[config.mk]
export PLATFORM = sky130hd
export DESIGN_NAME = pas_front
export DESIGN_NICKNAME = d
export VERILOG_FILES = /design/src/design/pas_pkg.sv /design/src/design/pas_front.sv
export SDC_FILE = /design/constraint.sdc
export NUM_CORES = 1
export LEC_CHECK = 0
export BUFFER_PORTS_ARGS = -buffer_cell sky130_fd_sc_hd__buf_2
export CAP_MARGIN = 10
export CELL_PAD_IN_SITES_DETAIL_PLACEMENT = 1
export CELL_PAD_IN_SITES_GLOBAL_PLACEMENT = 1
export CORE_ASPECT_RATIO = 1.25
export CORE_MARGIN = 1
export CORE_UTILIZATION = 30
export DETAILED_ROUTE_END_ITERATION = 8
export PLACE_DENSITY_LB_ADDON = 0.15
export SYNTH_ARGS = -nofsm -noshare
export SYNTH_HDL_FRONTEND = slang
export SYNTH_SLANG_ARGS = --single-unit
[constraint.sdc]
create_clock -name clk -period 2.22 [get_ports clk]
set_input_delay 0.222 -clock clk [delete_from_list [all_inputs] [get_ports clk]]
set_output_delay 0.222 -clock clk [all_outputs]
set_load 0.005 [all_outputs]
[src/design/pas_pkg.sv]
// package for the polyline angle simplifier: payload types, constants
// no dependencies
`default_nettype none
package pas_pkg;
  localparam int unsigned MaxPointsDef = 64;
  localparam int unsigned CoordW = 16;

  typedef struct packed {
    logic signed [15:0] coord_x;
    logic signed [15:0] coord_y;
    logic signed [15:0] coord_z;
    logic               end_of_line;
  } in_item_t;

  typedef struct packed {
    logic signed [15:0] out_x;
    logic signed [15:0] out_y;
    logic signed [15:0] out_z;
    logic               final_point;
    logic               overflowed;
  } out_item_t;

  typedef struct packed {
    logic signed [15:0] x;
    logic signed [15:0] y;
    logic signed [15:0] z;
  } pt_t;

  // front to back queue word
  typedef struct packed {
    pt_t  pt;
    logic eol;
  } q_word_t;
endpackage
`default_nettype wire

[src/design/pas_front.sv]
// input front: registers accepted words into a two entry queue
// depends on pas_pkg
`default_nettype none
module pas_front (
  input  wire logic             clk,
  input  wire logic             rst_n,
  input  wire logic             in_valid,
  output logic                  in_ready,
  input  wire pas_pkg::in_item_t in_data,
  output logic                  q_valid,
  input  wire logic             q_ready,
  output pas_pkg::q_word_t      q_word
);
  import pas_pkg::*;
  q_word_t mem_r [2];
  logic [1:0] wp_r, rp_r;
  logic [1:0] wp_nxt, rp_nxt;
  logic       push, pop;

  assign in_ready = (wp_r - rp_r) != 2'd2;
  assign q_valid  = wp_r != rp_r;
  assign push     = in_valid && in_ready;
  assign pop      = q_valid && q_ready;
  assign q_word   = mem_r[rp_r[0]];
  assign wp_nxt   = wp_r + {1'b0, push};
  assign rp_nxt   = rp_r + {1'b0, pop};

  always_ff @(posedge clk) begin
    if (push) begin
      mem_r[wp_r[0]] <= '{pt: '{in_data.coord_x, in_data.coord_y, in_data.coord_z},
                          eol: in_data.end_of_line};
    end
    if (!rst_n) begin
      wp_r <= '0;
      rp_r <= '0;
    end else begin
      wp_r <= wp_nxt;
      rp_r <= rp_nxt;
    end
  end
endmodule
`default_nettype wire

# Yosys cells after proc, flatten, opt, wreduce, memory -nomap -nowiden
# Memories as Yosys holds them, arrays and structs flattened. A register that Yosys moved wholly into a read port is not among the register bits.
# Cells that the tools add are included.
dict set report op_classes {
  addsub 3
  n_eq_ne 2
  n_mux 3
  reduce_logical 2
}
# operator count
set ops {}
lappend ops {{2-bit by 1-bit adder with 2-bit output} 2}
lappend ops {{1-bit 2-to-1 mux} 3}
lappend ops {{1-bit logical AND} 2}
lappend ops {{2-bit != test} 1}
lappend ops {{2-bit != test (second input constant)} 1}
lappend ops {{2-bit subtractor} 1}
dict set report totals {
  reg_bits 4
  ramBits 98
  input_bits 53
  output_inout_bits 51
  word_cells 13
  memories 1
}
# name depth word_bits rd rd_ports_with_merged_regs write_ports line
set mem_list {}
lappend mem_list {mem_r 2 49 1 1 1 pas_front.sv:15} ;# q_word_t mem_r [2];

# Logic depth before layout (Yosys ltp)
dict set report logic_depth {
  ltp_word 5
  depth_mapped 5
  depth_no_buf 5
}

# Least setup slack after synthesis
# OpenSTA, ideal clock, no wires.
dict set report synth_path {
  path_type {register to register}
  startpoint {reg rp_r[1]}
  endpoint {reg wp_r[1]}
  setup_time_ns 0.115
  arrival_time_ns 2.335
  required_ns 2.105
  setup_slack_ns -0.230
  stages_incl_launch_ff 6
  path_buffers 0
  period_less_slack_ns 2.450
  path_cell_list {dfxtp_1 xor2_1 a21boi_0 ha_1 xor2_1 and2_1}
}
dict set report synth_via {
  elab_chain_len 4
}
# item line
set synth_lines {}
lappend synth_lines {{start, declared} pas_front.sv:16} ;# logic [1:0] wp_r, rp_r;
lappend synth_lines {{start signal, assigned} pas_front.sv:38} ;# rp_r <= rp_nxt;
lappend synth_lines {{2-bit subtractor} pas_front.sv:20} ;# assign in_ready = (wp_r - rp_r) != 2'd2;
lappend synth_lines {{2-bit != test} pas_front.sv:20}
lappend synth_lines {{1-bit logical AND} pas_front.sv:22} ;# assign push = in_valid && in_ready;
lappend synth_lines {{2-bit by 1-bit adder with 2-bit output} pas_front.sv:25} ;# assign wp_nxt = wp_r + {1'b0, push};
lappend synth_lines {{end signal, assigned} pas_front.sv:37} ;# wp_r <= wp_nxt;
lappend synth_lines {{end, declared} pas_front.sv:16}
# Every way passes these cells.
# A chain may end at the register's enable or synchronous reset.

# Worst setup path after layout
dict set report layout_path {
  startpoint {reg wp_r[0]}
  endpoint {mem mem_r[1][28] in the netlist's numbering, enable pin}
}
dict set report layout_via {
  elab_chain_len 5
}
# item line
set layout_lines {}
lappend layout_lines {{2-bit subtractor} pas_front.sv:20}
lappend layout_lines {{2-bit != test} pas_front.sv:20}
lappend layout_lines {{1-bit logical AND} pas_front.sv:22}
lappend layout_lines {{1-bit 2-to-1 mux} pas_front.sv:29} ;# if (push) begin
lappend layout_lines {{1-bit 2-to-1 mux (implied by the code)} pas_front.sv:30} ;# mem_r[wp_r[0]] <= '{pt: '{in_data.coord_x, in_data.coord_y, in_data.coord_z},
lappend layout_lines {{end, declared} pas_front.sv:15}
# Several ways; a longest one is shown, not always the timed one.

==> flow_metrics.tcl <==
set metrics [dict create \
    fmax_mhz 550 \
    wl_per_cell_um 15.2 \
    cellPowerDensity_nw_per_um2 1150 \
    fillers 1275 \
    die-width_um 103 \
    startpoint_type "flop" \
    antenna_found_initial 1 \
    status "finished clean" \
    final.period_utilization 0.819 \
    syn_inst 175 \
    first_iter_violations 69 \
    worst-path-max-fanout 27 \
    syn_nets 231 \
    grt_max_degree 50 \
    grt.total_usage 0.115 \
    grt_setup_unrepaired "false" \
    antenna_left 0 \
    cp.arrival_ps 1820 \
    port_buffers 103 \
    wl_um 6940 \
    reg2reg_from "wp_r[0]" \
    initial_utilization 0.311 \
    min_to "mem_r[1][46]" \
    num_antenna_cells 0 \
    post-route-util 0.397 \
    cts.sinks 103 \
    leakage_nw 1.83 \
    dp_hpwl_um 4570 \
    multi_input_area_sq_um 729 \
    synth_cell_type_count 15 \
    final_layout_size_suffix_gt1_frac 0.589 \
    first_pass_iters 4 \
    vias 1928 \
    postCtsSetupRepairBufs 0 \
    r2r_setup_slack_ps 400 \
    root_buffer "clkbuf_16" \
    rows 45 \
    cts_tree "done" \
    finalPower_mw 5.62 \
    setup.worst_path.end_class "flop" \
    maxSlewViolCount 0 \
    skew_ps 3.80 \
    clock_path_buffers 2 \
    relSlewSlack 0.758 \
    viasPerCell 4.23 \
    cp.required_ps 2220 \
    die_h_um 128 \
    cts-htree-levels 3 \
    gp_congestion 0.633 \
    ys_seq_area_frac 0.797 \
    hold_viol_final 0 \
    nNetsFinal 344 \
    io_pins 104 \
    maxCapViolCount 0 \
    final_cell_mix "buf_2, edfxtp_1, mux2_2, mux2_4, clkbuf_16" \
    synth_warnings 0 \
    cts_hold_buf 0 \
    peakVddDrop_v 0.000451 \
    ff_latch_area_sq_um 3040 \
    numCtsBuffers 9 \
    syn_area_per_cell_sq_um 21.8 \
    overflow 0 \
    clk_latency_ps 330 \
    layout_commonest_cell "buf_2" \
    r2r_cells 4 \
    cts.repair.resized 0 \
    drc_errors 0 \
    die_area_sq_um 13200 \
    area_delta_synth_final_pct 27.4 \
    tightest_slew_ps 363 \
    grt_pass1_wl_um 10700 \
    path_class "flop to flop" \
    placeableCoreArea_sq_um 12300 \
    grt_pass1_vias 2064 \
    finalSetupViolations 0 \
    hold_start "in_data[46]" \
    finalSetupTns_ps 0 \
    hp-class "input port to flop" \
    fin_crit_ps 1820 \
    synth_seq_cells 103 \
    holdPathStages 1 \
    clkSlewWorstSetupHoldPaths_ps 60 \
    rr_endpoint "mem_r[1][28]" \
    synth_area_sq_um 3820 \
]
==> state kept, by name, indices dropped and copies added (netlist names), named ones only <==
name and count:
wp_r 2, rp_r 2, mem_r 98
==> layer usage <==
layer / part of all wire / vias to the layer above / track usage / wire (um)
li1: - / 906 / - / -
met4: 0.018 / 2 / 0.0497 / 125
met2: 0.50 / 62 / 0.184 / 3490
met1: 0.41 / 947 / 0.137 / 2880
met5: 0.0024 / - / 0 / 17
met3: 0.062 / 11 / 0.0442 / 433
==> layout make-up <==
type / instances / share of cell area
clock buffer: 10 / 0.0470
clock inverter: 5 / 0.0152
tap: 164 / 0.0421
multi-input combinational: 66 / 0.150
inverter: 1 / 0.000771
timing repair buffer: 107 / 0.120
sequential: 103 / 0.625
==> synthesized netlist by cell type <==
library cell,n,share of area
xor2_1,3,0.0069
mux2_2,39,0.11
inv_1,1,0.00098
nand2_1,2,0.0020
buf_8,1,0.0039
buf_6,1,0.0029
dfxtp_1,5,0.026
xnor2_1,2,0.0046
buf_4,3,0.0059
mux2_4,10,0.039
a21boi_0,2,0.0039
nor2b_1,1,0.0016
ha_1,3,0.0098
and2_1,4,0.0065
edfxtp_1,98,0.77
==> worst max path at each step <==
| stage | startpoint | endpoint | slack [ps] | cells past startpoint |
|---|---|---|---|---|
| after floorplan | rp_r[1] | wp_r[1] | 260 | 5 |
| after global placement | wp_r[0] | mem_r[1][31] | 430 | 4 |
| after detailed placement | wp_r[0] | mem_r[1][41] | 360 | 4 |
| after CTS | wp_r[0] | mem_r[1][31] | 350 | 4 |
| after global routing | wp_r[0] | mem_r[1][28] | 220 | 4 |
| final | wp_r[0] | mem_r[1][28] | 400 | 4 |
==> stage by stage <==
stage          hold WS (ps)  area [sq um]  instances  worst slack, ps
2_1_floorplan           321          3820        175              262
3_3_place_gp            412          4570        441              433
3_5_place_dp            415          4570        441              362
4_1_cts                55.4          4870        456              347
5_1_grt                50.2          4870        456              217
6_report               72.2          4870        456              402
==> kinds of logic (layout without fill, tap and decap cells) <==
kind of cell | after synthesis | in the layout | synth area share
flip-flops | 103 | 103 | 0.797
XOR/XNOR | 5 | 5 | 0.0115
AND/OR/NAND/NOR | 7 | 7 | 0.0102
AO/OA/AOI/OAI | 2 | 2 | 0.00393
adder cells (fa/ha/maj) | 3 | 3 | 0.00983
buffers and inverters | 6 | 123 | 0.0138
multiplexers | 49 | 49 | 0.154
==> report_power, final <==
part | internal (mW) | switching [mW]
Clock | 0.974 | 0.633
Sequential | 2.47 | 0.0719
Combinational | 0.785 | 0.691
Total | 4.23 | 1.40
==> worst max-delay path: stages, from the launching register on <==
cell and delay [ps]:
dfxtp_1 380, xnor2_1 140, a21boi_0 320, ha_2 280, buf_4 350
Power figures use the tool's default switching activity.
